<file path="src/sv/tct_pkg.sv">
`timescale 1ns / 1ps
// Types, codes and constants shared by the category code tokenizer.
package tct_pkg;

  localparam int TABLE_ENTRIES = 256;
  localparam int TABLE_AW      = $clog2(TABLE_ENTRIES);
  localparam int LINE_BITS     = 24;
  localparam int CODE_W        = 21;
  localparam int CAT_W         = 4;
  localparam int QUEUE_DEPTH   = 4;
  localparam int QUEUE_AW      = $clog2(QUEUE_DEPTH);

  localparam logic [1:0] FUNC_CHAR  = 2'd0;
  localparam logic [1:0] FUNC_WRITE = 2'd1;
  localparam logic [1:0] FUNC_END   = 2'd2;

  localparam logic [1:0] KIND_START = 2'd0;
  localparam logic [1:0] KIND_CHAR  = 2'd1;
  localparam logic [1:0] KIND_END   = 2'd2;

  localparam logic [CAT_W-1:0] CAT_ESCAPE  = 4'd0;
  localparam logic [CAT_W-1:0] CAT_BGROUP  = 4'd1;
  localparam logic [CAT_W-1:0] CAT_EGROUP  = 4'd2;
  localparam logic [CAT_W-1:0] CAT_MATH    = 4'd3;
  localparam logic [CAT_W-1:0] CAT_ALIGN   = 4'd4;
  localparam logic [CAT_W-1:0] CAT_NEWLINE = 4'd5;
  localparam logic [CAT_W-1:0] CAT_PARAM   = 4'd6;
  localparam logic [CAT_W-1:0] CAT_SUPER   = 4'd7;
  localparam logic [CAT_W-1:0] CAT_SUB     = 4'd8;
  localparam logic [CAT_W-1:0] CAT_IGNORE  = 4'd9;
  localparam logic [CAT_W-1:0] CAT_SPACE   = 4'd10;
  localparam logic [CAT_W-1:0] CAT_LETTER  = 4'd11;
  localparam logic [CAT_W-1:0] CAT_OTHER   = 4'd12;
  localparam logic [CAT_W-1:0] CAT_ACTIVE  = 4'd13;
  localparam logic [CAT_W-1:0] CAT_COMMENT = 4'd14;

  localparam logic [CODE_W-1:0] CHAR_LF = 21'd10;
  localparam logic [CODE_W-1:0] CHAR_CR = 21'd13;

  typedef enum logic [2:0] {
    MODE_IDLE        = 3'd0,
    MODE_SPACE       = 3'd1,
    MODE_NEWLINE     = 3'd2,
    MODE_COMMENT     = 3'd3,
    MODE_ESC_WAIT    = 3'd4,
    MODE_ESC_LETTERS = 3'd5
  } mode_t;

  typedef struct packed {
    logic [1:0]        func;
    logic [CODE_W-1:0] code;
    logic [CAT_W-1:0]  cat;
  } item_t;

  typedef struct packed {
    logic [1:0]        kind;
    logic [CAT_W-1:0]  cat;
    logic [CODE_W-1:0] ch;
    logic              err;
    logic              after;
  } result_t;

  function automatic logic [CAT_W-1:0] default_cat(input logic [7:0] c);
    logic [CAT_W-1:0] r;
    r = CAT_OTHER;
    case (c)
      8'h5C: r = CAT_ESCAPE;
      8'h7B: r = CAT_BGROUP;
      8'h7D: r = CAT_EGROUP;
      8'h24: r = CAT_MATH;
      8'h26: r = CAT_ALIGN;
      8'h0A: r = CAT_NEWLINE;
      8'h0D: r = CAT_NEWLINE;
      8'h23: r = CAT_PARAM;
      8'h5E: r = CAT_SUPER;
      8'h5F: r = CAT_SUB;
      8'h7F: r = CAT_IGNORE;
      8'h20: r = CAT_SPACE;
      8'h09: r = CAT_SPACE;
      8'h7E: r = CAT_ACTIVE;
      8'h25: r = CAT_COMMENT;
      8'h40: r = CAT_LETTER;
      default: begin
        if ((c >= 8'h61 && c <= 8'h7A) || (c >= 8'h41 && c <= 8'h5A)) begin
          r = CAT_LETTER;
        end
      end
    endcase
    return r;
  endfunction

endpackage

</file>
<file path="src/sv/tct_front.sv">
`timescale 1ns / 1ps
// Front end: accepts transactions, keeps the category table and classifies characters.
module tct_front
  import tct_pkg::*;
(
  input  logic              clk,
  input  logic              rst,
  input  logic              s_axis_tvalid,
  output logic              s_axis_tready,
  input  logic [31:0]       s_axis_tdata,
  input  logic [1:0]        s_axis_tuser,
  output logic              push,
  output item_t             push_item,
  input  logic              full
);

  logic [CAT_W-1:0]         cat_mem [TABLE_ENTRIES];
  logic [TABLE_ENTRIES-1:0] cat_vld;

  logic                     accept;
  logic [CODE_W-1:0]        in_code;
  logic [CAT_W-1:0]         in_cat;
  logic [TABLE_AW-1:0]      addr;
  logic                     in_range;
  logic                     advance;

  logic                     s1_valid;
  logic [1:0]               s1_func;
  logic [CODE_W-1:0]        s1_code;
  logic                     s1_in_range;
  logic [CAT_W-1:0]         rd_cat;
  logic                     rd_vld;
  logic [CAT_W-1:0]         rd_dflt;

  assign in_code  = s_axis_tdata[CODE_W-1:0];
  assign in_cat   = s_axis_tdata[CODE_W+CAT_W-1:CODE_W];
  assign addr     = in_code[TABLE_AW-1:0];
  assign in_range = in_code < CODE_W'(TABLE_ENTRIES);

  assign advance       = !s1_valid || !full;
  assign s_axis_tready = advance;
  assign accept        = s_axis_tvalid && s_axis_tready;

  always_ff @(posedge clk) begin
    if (accept && s_axis_tuser == FUNC_WRITE && in_range) begin
      cat_mem[addr] <= in_cat;
    end
    if (accept) begin
      rd_cat  <= cat_mem[addr];
      rd_dflt <= default_cat(8'(addr));
    end
  end

  always_ff @(posedge clk) begin
    if (rst) begin
      cat_vld  <= '0;
      s1_valid <= 1'b0;
    end else begin
      if (accept && s_axis_tuser == FUNC_WRITE && in_range) begin
        cat_vld[addr] <= 1'b1;
      end
      if (advance) begin
        s1_valid <= s_axis_tvalid;
      end
    end
  end

  always_ff @(posedge clk) begin
    if (accept) begin
      s1_func     <= s_axis_tuser;
      s1_code     <= in_code;
      s1_in_range <= in_range;
      rd_vld      <= cat_vld[addr];
    end
  end

  assign push           = s1_valid && !full;
  assign push_item.func = s1_func;
  assign push_item.code = s1_code;
  assign push_item.cat  = !s1_in_range ? CAT_OTHER : (rd_vld ? rd_cat : rd_dflt);

endmodule

</file>
<file path="src/sv/tct_fifo.sv">
`timescale 1ns / 1ps
// Short queue of classified items between the front and back ends.
module tct_fifo
  import tct_pkg::*;
(
  input  logic  clk,
  input  logic  rst,
  input  logic  push,
  input  item_t push_item,
  output logic  full,
  output logic  head_valid,
  output item_t head_item,
  input  logic  pop
);

  item_t               slots [QUEUE_DEPTH];
  logic [QUEUE_AW-1:0] wr_ptr;
  logic [QUEUE_AW-1:0] rd_ptr;
  logic [QUEUE_AW:0]   count;

  assign full       = count == (QUEUE_AW+1)'(QUEUE_DEPTH);
  assign head_valid = count != '0;
  assign head_item  = slots[rd_ptr];

  always_ff @(posedge clk) begin
    if (push) begin
      slots[wr_ptr] <= push_item;
    end
  end

  always_ff @(posedge clk) begin
    if (rst) begin
      wr_ptr <= '0;
      rd_ptr <= '0;
      count  <= '0;
    end else begin
      if (push) begin
        wr_ptr <= wr_ptr + 1'b1;
      end
      if (pop) begin
        rd_ptr <= rd_ptr + 1'b1;
      end
      case ({push, pop})
        2'b10:   count <= count + 1'b1;
        2'b01:   count <= count - 1'b1;
        default: count <= count;
      endcase
    end
  end

endmodule

</file>
<file path="src/sv/tct_back.sv">
`timescale 1ns / 1ps
// Back end: lexer state, token grouping and the output register.
module tct_back
  import tct_pkg::*;
(
  input  logic        clk,
  input  logic        rst,
  input  logic        head_valid,
  input  item_t       head_item,
  output logic        pop,
  output logic        m_axis_tvalid,
  input  logic        m_axis_tready,
  output logic [55:0] m_axis_tdata,   // category, char_out, line_number, input_error
  output logic [1:0]  m_axis_tuser    // kind
);

  mode_t                 mode;
  mode_t                 mode_next;
  logic                  swallow;
  logic                  swallow_next;
  logic [LINE_BITS-1:0]  line_count;
  logic [LINE_BITS-1:0]  line_inc;
  logic                  inc;

  logic                  is_char;
  logic                  drop;
  logic                  is_cr;
  logic [CODE_W-1:0]     norm;
  logic                  start_tok;
  logic                  close_tok;
  logic [CAT_W-1:0]      cur_cat;

  result_t               res [4];
  logic [2:0]            n_res;
  logic [1:0]            idx;
  logic                  load_ok;
  logic                  last;

  logic [1:0]            out_kind;
  logic [CAT_W-1:0]      out_cat;
  logic [CODE_W-1:0]     out_ch;
  logic [LINE_BITS-1:0]  out_line;
  logic                  out_err;

  function automatic result_t mk(input logic [1:0] kind, input logic [CAT_W-1:0] cat,
                                 input logic [CODE_W-1:0] ch, input logic err,
                                 input logic after);
    result_t r;
    r.kind  = kind;
    r.cat   = cat;
    r.ch    = ch;
    r.err   = err;
    r.after = after;
    return r;
  endfunction

  function automatic logic [CAT_W-1:0] mode_cat(input mode_t m);
    logic [CAT_W-1:0] r;
    case (m)
      MODE_SPACE:   r = CAT_SPACE;
      MODE_NEWLINE: r = CAT_NEWLINE;
      MODE_COMMENT: r = CAT_COMMENT;
      default:      r = CAT_ESCAPE;
    endcase
    return r;
  endfunction

  assign cur_cat  = head_item.cat;
  assign is_char  = head_item.func == FUNC_CHAR;
  assign drop     = swallow && head_item.code == CHAR_LF;
  assign is_cr    = head_item.code == CHAR_CR;
  assign norm     = is_cr ? CHAR_LF : head_item.code;
  assign line_inc = (line_count == '1) ? line_count : line_count + 1'b1;

  always_comb begin
    start_tok = 1'b0;
    if (is_char && !drop) begin
      case (mode)
        MODE_SPACE:       start_tok = cur_cat != CAT_SPACE;
        MODE_NEWLINE:     start_tok = cur_cat != CAT_NEWLINE;
        MODE_COMMENT:     start_tok = 1'b0;
        MODE_ESC_WAIT:    start_tok = 1'b0;
        MODE_ESC_LETTERS: start_tok = cur_cat != CAT_LETTER;
        default:          start_tok = 1'b1;
      endcase
    end
  end

  assign close_tok = start_tok &&
                     (mode == MODE_SPACE || mode == MODE_NEWLINE || mode == MODE_ESC_LETTERS);

  // next state
  always_comb begin
    mode_next    = mode;
    swallow_next = swallow;
    inc          = 1'b0;
    case (head_item.func)
      FUNC_CHAR: begin
        swallow_next = 1'b0;
        if (!drop) begin
          case (mode)
            MODE_NEWLINE: begin
              if (cur_cat == CAT_NEWLINE) begin
                inc          = 1'b1;
                swallow_next = is_cr;
              end
            end
            MODE_COMMENT: begin
              if (cur_cat == CAT_NEWLINE) begin
                inc          = 1'b1;
                mode_next    = MODE_IDLE;
                swallow_next = is_cr;
              end
            end
            MODE_ESC_WAIT: begin
              mode_next = (cur_cat == CAT_LETTER) ? MODE_ESC_LETTERS : MODE_IDLE;
            end
            default: begin
            end
          endcase
          if (start_tok) begin
            mode_next = MODE_IDLE;
            case (cur_cat)
              CAT_SPACE:   mode_next = MODE_SPACE;
              CAT_NEWLINE: begin
                inc          = 1'b1;
                swallow_next = is_cr;
                mode_next    = MODE_NEWLINE;
              end
              CAT_COMMENT: mode_next = MODE_COMMENT;
              CAT_ESCAPE:  mode_next = MODE_ESC_WAIT;
              default:     mode_next = MODE_IDLE;
            endcase
          end
        end
      end
      FUNC_END: begin
        mode_next    = MODE_IDLE;
        swallow_next = 1'b0;
        inc          = mode == MODE_COMMENT;
      end
      default: begin
      end
    endcase
  end

  // results of the head item
  always_comb begin
    for (int i = 0; i < 4; i++) begin
      res[i] = '0;
    end
    n_res = 3'd0;
    case (head_item.func)
      FUNC_CHAR: begin
        if (!drop) begin
          case (mode)
            MODE_SPACE: begin
              if (cur_cat == CAT_SPACE) begin
                res[n_res[1:0]] = mk(KIND_CHAR, CAT_SPACE, head_item.code, 1'b0, 1'b0);
                n_res = n_res + 3'd1;
              end
            end
            MODE_NEWLINE: begin
              if (cur_cat == CAT_NEWLINE) begin
                res[n_res[1:0]] = mk(KIND_CHAR, CAT_NEWLINE, norm, 1'b0, 1'b1);
                n_res = n_res + 3'd1;
              end
            end
            MODE_COMMENT: begin
              if (cur_cat == CAT_NEWLINE) begin
                res[n_res[1:0]] = mk(KIND_END, CAT_COMMENT, '0, 1'b0, 1'b1);
              end else begin
                res[n_res[1:0]] = mk(KIND_CHAR, CAT_COMMENT, head_item.code, 1'b0, 1'b0);
              end
              n_res = n_res + 3'd1;
            end
            MODE_ESC_WAIT: begin
              res[n_res[1:0]] = mk(KIND_CHAR, CAT_ESCAPE, head_item.code, 1'b0, 1'b0);
              n_res = n_res + 3'd1;
              if (cur_cat != CAT_LETTER) begin
                res[n_res[1:0]] = mk(KIND_END, CAT_ESCAPE, '0, 1'b0, 1'b0);
                n_res = n_res + 3'd1;
              end
            end
            MODE_ESC_LETTERS: begin
              if (cur_cat == CAT_LETTER) begin
                res[n_res[1:0]] = mk(KIND_CHAR, CAT_ESCAPE, head_item.code, 1'b0, 1'b0);
                n_res = n_res + 3'd1;
              end
            end
            default: begin
            end
          endcase
          if (close_tok) begin
            res[n_res[1:0]] = mk(KIND_END, mode_cat(mode), '0, 1'b0, 1'b0);
            n_res = n_res + 3'd1;
          end
          if (start_tok) begin
            case (cur_cat)
              CAT_IGNORE: begin
              end
              CAT_SPACE: begin
                res[n_res[1:0]] = mk(KIND_START, cur_cat, '0, 1'b0, 1'b0);
                n_res = n_res + 3'd1;
                res[n_res[1:0]] = mk(KIND_CHAR, cur_cat, head_item.code, 1'b0, 1'b0);
                n_res = n_res + 3'd1;
              end
              CAT_NEWLINE: begin
                res[n_res[1:0]] = mk(KIND_START, cur_cat, '0, 1'b0, 1'b1);
                n_res = n_res + 3'd1;
                res[n_res[1:0]] = mk(KIND_CHAR, cur_cat, norm, 1'b0, 1'b1);
                n_res = n_res + 3'd1;
              end
              CAT_COMMENT, CAT_ESCAPE: begin
                res[n_res[1:0]] = mk(KIND_START, cur_cat, '0, 1'b0, 1'b0);
                n_res = n_res + 3'd1;
              end
              default: begin
                res[n_res[1:0]] = mk(KIND_START, cur_cat, '0, 1'b0, 1'b0);
                n_res = n_res + 3'd1;
                res[n_res[1:0]] = mk(KIND_CHAR, cur_cat, head_item.code, 1'b0, 1'b0);
                n_res = n_res + 3'd1;
                res[n_res[1:0]] = mk(KIND_END, cur_cat, '0, 1'b0, 1'b0);
                n_res = n_res + 3'd1;
              end
            endcase
          end
        end
      end
      FUNC_END: begin
        case (mode)
          MODE_SPACE, MODE_NEWLINE, MODE_ESC_LETTERS: begin
            res[0] = mk(KIND_END, mode_cat(mode), '0, 1'b0, 1'b0);
            n_res  = 3'd1;
          end
          MODE_COMMENT: begin
            res[0] = mk(KIND_END, CAT_COMMENT, '0, 1'b0, 1'b1);
            n_res  = 3'd1;
          end
          MODE_ESC_WAIT: begin
            res[0] = mk(KIND_END, CAT_ESCAPE, '0, 1'b1, 1'b0);
            n_res  = 3'd1;
          end
          default: begin
          end
        endcase
      end
      default: begin
      end
    endcase
  end

  assign load_ok = !m_axis_tvalid || m_axis_tready;
  assign last    = (3'(idx) + 3'd1) == n_res;
  assign pop     = head_valid && (n_res == 3'd0 || (load_ok && last));

  always_ff @(posedge clk) begin
    if (rst) begin
      mode          <= MODE_IDLE;
      swallow       <= 1'b0;
      line_count    <= '0;
      idx           <= '0;
      m_axis_tvalid <= 1'b0;
    end else begin
      if (pop) begin
        mode    <= mode_next;
        swallow <= swallow_next;
        if (inc) begin
          line_count <= line_inc;
        end
      end
      if (head_valid && n_res != 3'd0 && load_ok) begin
        idx <= last ? 2'd0 : idx + 2'd1;
      end
      if (load_ok) begin
        m_axis_tvalid <= head_valid && n_res != 3'd0;
      end
    end
  end

  always_ff @(posedge clk) begin
    if (head_valid && n_res != 3'd0 && load_ok) begin
      out_kind <= res[idx].kind;
      out_cat  <= res[idx].cat;
      out_ch   <= res[idx].ch;
      out_err  <= res[idx].err;
      out_line <= res[idx].after ? line_inc : line_count;
    end
  end

  assign m_axis_tuser = out_kind;
  assign m_axis_tdata = {6'd0, out_err, out_line, out_ch, out_cat};

endmodule

</file>
<file path="src/sv/tex_catcode_tokenizer.sv">
`timescale 1ns / 1ps
// Top level of the category code tokenizer.
// One transaction in carries a character, a category table write or an end of input.
// Input transactions are taken at one per clock unless the queue and the classify
// stage are both full; each is classified through the 256-entry category table
// (registered read) and queued for the lexer. The lexer sends one result per clock
// while the receiver is ready; an item yields at most four results, and one with none
// leaves the queue without output. The table comes out of reset with the default
// assignments at once, with no clearing pass; a table write affects later characters.
module tex_catcode_tokenizer
  import tct_pkg::*;
(
  input  logic        clk,
  input  logic        rst,
  input  logic        s_axis_tvalid,
  output logic        s_axis_tready,
  input  logic [31:0] s_axis_tdata,   // code, new_category
  input  logic [1:0]  s_axis_tuser,   // func
  output logic        m_axis_tvalid,
  input  logic        m_axis_tready,
  output logic [55:0] m_axis_tdata,   // category, char_out, line_number, input_error
  output logic [1:0]  m_axis_tuser    // kind
);

  logic  push;
  item_t push_item;
  logic  full;
  logic  head_valid;
  item_t head_item;
  logic  pop;

  tct_front u_front (
    .clk           (clk),
    .rst           (rst),
    .s_axis_tvalid (s_axis_tvalid),
    .s_axis_tready (s_axis_tready),
    .s_axis_tdata  (s_axis_tdata),
    .s_axis_tuser  (s_axis_tuser),
    .push          (push),
    .push_item     (push_item),
    .full          (full)
  );

  tct_fifo u_fifo (
    .clk        (clk),
    .rst        (rst),
    .push       (push),
    .push_item  (push_item),
    .full       (full),
    .head_valid (head_valid),
    .head_item  (head_item),
    .pop        (pop)
  );

  tct_back u_back (
    .clk           (clk),
    .rst           (rst),
    .head_valid    (head_valid),
    .head_item     (head_item),
    .pop           (pop),
    .m_axis_tvalid (m_axis_tvalid),
    .m_axis_tready (m_axis_tready),
    .m_axis_tdata  (m_axis_tdata),
    .m_axis_tuser  (m_axis_tuser)
  );

endmodule

</file>
<file path="config.mk">
export PLATFORM = sky130hd
export DESIGN_NAME = tex_catcode_tokenizer
export DESIGN_NICKNAME = d
export VERILOG_FILES = /design/src/sv/tct_pkg.sv /design/src/sv/tct_front.sv /design/src/sv/tct_fifo.sv /design/src/sv/tct_back.sv /design/src/sv/tex_catcode_tokenizer.sv
export SDC_FILE = /design/constraint.sdc
export NUM_CORES = 2
export LEC_CHECK = 0
export BUFFER_PORTS_ARGS = -buffer_cell sky130_fd_sc_hd__buf_4
export CAP_MARGIN = 20
export CORE_UTILIZATION = 35
export CTS_CLUSTER_SIZE = 10
export DETAILED_ROUTE_END_ITERATION = 6
export PLACE_DENSITY = 0.6
export RECOVER_POWER = 100
export SLEW_MARGIN = 0
export SYNTH_ARGS = -nofsm -noshare
export SYNTH_HDL_FRONTEND = slang
export SYNTH_HIERARCHICAL = 1
export SYNTH_SLANG_ARGS = --single-unit
</file>
<file path="constraint.sdc">
create_clock -name clk -period 11.8 [get_ports clk]
set_input_delay 1.77 -clock clk [delete_from_list [all_inputs] [get_ports clk]]
set_output_delay 1.77 -clock clk [all_outputs]
set_load 0.05 [all_outputs]
</file>
==> out/results.tsv <==
metric	value	unit
status	finished, violations left	
failing checks	max-capacitance violations, max-slew violations	
detailed-route DRC error count	0	
n_diodes	0	
total core area	174000	um^2
setup TNS	0	ps
clock-pin slew on the worst setup and hold paths	60	ps
arrival time at the worst endpoint	10590	ps
Min-Delay Path Class	reg -> reg	
layout cell share with drive strength beyond 1	15.1	%
Avg Inst Size Synth	15.5	um^2
Area Growth Syn to Fin	12.1	%
total power	12.3	mW
Clk Latency, worst-skew pair	810	ps
Fmax achieved	0.0995	GHz
CTS Buffer Depth	3	
1st-pass router iterations	6	
first-pass GRT wire length	230000	um
worst slew pin tran	7060	ps
Post-Route WL	155000	um
Worst EP required	12340	ps
gp weighted congestion	0.906	
cts hold-fix bufs	0	
RSZ-0062 raised after global routing	false	
CP Max Fanout	93	
largest net degree at the start of global routing	166	
Yosys warning count	6	
synthesized instance count	3959	
cts repair resizes	0	
Netlist cell types	91	
most frequent cells in the layout	1217 x edfxtp_1, 700 x nor2_1, 341 x mux4_2, 297 x dfxtp_1, 260 x a21oi_1	
Layout Nets	4076	
PwrDens	178	nW/um^2
CTS tree	yes	
post-CTS setup buffers	0	
Port Buffers	84	
hold path depth	2	
CP Launch Type	input port	
initial antenna violation count	2	
Crit Path Class	in -> reg	
post-detail-place hpwl	91500	um
Vias/cell	5.51	
leading cell type in the layout, fill and taps excluded	edfxtp_1	
Post-synth EDFFs	1217	
die area	178000	um^2
TritonCTS Sinks	1514	
max-slew violation count	1667	
Worst Setup End Kind	flop	
gr ovfl total	0	
initial core utilization	35.3	%
Final period util	85.2	%
H-tree Lvls	4	
asr flop ratio synth	0	%
aggregate global-route resource usage	17.2	%
FP Rows	153	
post-route minimum period	10050	ps
Main synth FF type	edfxtp_1	
Seq cells post-synth	1514	
number of CTS-inserted buffers	172	
fill count	16100	
vias in the first global route	35200	
I/O pin cnt	98	
final setup fails	0	
leakage	21.1	nW
Final ANT Viol Nets	0	
sequential share of the synthesized area	69.0	%
CTS Root Cell	clkbuf_16	
worst reg-to-reg path cell count	22	
Wirelength per Cell	24.0	um
Slew Limit Headroom	-370	%
die height	421	um
# Max-Cap Violations	28	
initial drt markers	3779	
Vias	35700	
Worst Skew	37.6	ps
final hold vios	0	
mapped cell area	61600	um^2
Die W	421	um
peak supply drop	0.157	mV
==> synth_stat cells (all sizes together) (17+ instances only) <==
master | instances | area, um^2
inv | 18 | 67.6
clkbuf | 166 | 623
nand2b | 17 | 106
nand3 | 55 | 275
nand4 | 21 | 131
nor2 | 701 | 2630
nor3 | 49 | 250
dfxtp | 297 | 5950
nor2b | 44 | 275
edfxtp | 1217 | 36500
nor4 | 21 | 146
buf | 108 | 767
a31oi | 19 | 119
o21ai | 52 | 260
a22oi | 163 | 1220
nand2 | 95 | 357
or3 | 24 | 150
mux4 | 348 | 7860
ha | 21 | 263
a21oi | 260 | 1300
==> where the power goes <==
part / switching [mW] / internal, mW / total [mW]
Sequential: 0.0701 / 5.92 / 5.99
Clock: 2.08 / 2.77 / 4.85
Combinational: 1.02 / 0.409 / 1.43
==> path summary, 6_finish.rpt <==
check	slack [ps]	endpoint	startpoint
setup / recovery	1750	u_front/rd_dflt[1]	s_axis_tdata[1]
hold / removal	460	u_front/cat_vld[26]	u_front/cat_vld[26]
setup reg to reg	2380	u_fifo/count[2]	flop
hold reg to reg	460	u_front/cat_vld[26]	u_front/cat_vld[26]
==> kinds of logic (layout without fill, tap and decap cells) <==
logic type      after synthesis  count (layout)  synth area share, %
mux                         360             360                 13.0
fa+ha+maj                    22              22                0.459
simple gates               1121            1121                 8.25
flops                      1514            1514                 69.0
other cells                   1               6              0.00609
xor+xnor                     32              32                0.468
buf+inv                     292             474                 2.37
compound gates              617             617                 6.44
==> per-stage QoR <==
stage	util [%]	cell area, um^2	worst slack, ps	hold WS (ps)	std cells
2_1_floorplan	-	61600	5380	431	3964
3_3_place_gp	37.0	64400	3670	442	6164
3_5_place_dp	37.0	64400	3560	449	6165
5_1_grt	39.6	69000	1500	474	6471
4_1_cts	39.9	69500	3540	462	6469
6_report	39.6	69000	1750	463	6471
==> registers in the layout, summed over array words and instances (netlist names), 3 cells and up, named ones only <==
register           count
u_back/line_count     24
u_back/mode            3
u_back/out_cat         4
u_back/out_ch         21
u_back/out_line       24
u_fifo/count           3
u_fifo/slots         108
u_front/cat_mem     1024
u_front/cat_vld      256
u_front/rd_cat         4
u_front/rd_dflt        4
u_front/s1_code       21
==> layout make-up <==
| type | instances | area, um^2 | share of cell area, % |
|---|---|---|---|
| Clock buffer | 284 | 4790 | 6.94 |
| Clock inverter | 20 | 302 | 0.437 |
| Sequential cell | 1514 | 42500 | 61.6 |
| Timing Repair Buffer | 152 | 791 | 1.15 |
| Inverter | 18 | 67.6 | 0.0979 |
| Tap cell | 2325 | 2910 | 4.22 |
| Multi-Input combinational cell | 2158 | 17600 | 25.6 |
==> per-layer routing <==
layer | GRT usage, % | share of wire, % | vias up
li1 | - | - | 15500
met1 | 24.1 | 43 | 18400
met2 | 27.0 | 47 | 1456
met3 | 3.37 | 7.7 | 292
met4 | 5.30 | 2.7 | 0
met5 | 0 | 0 | -
==> worst max-delay path: stages <==
cell,delay [ps]
clkbuf_1,4360
buf_4,1160
nor2b_1,230
nand2_1,190
clkbuf_1,1680
o22ai_1,330
nor2_1,230
or3b_2,460
(Power assumes the default switching activity.)
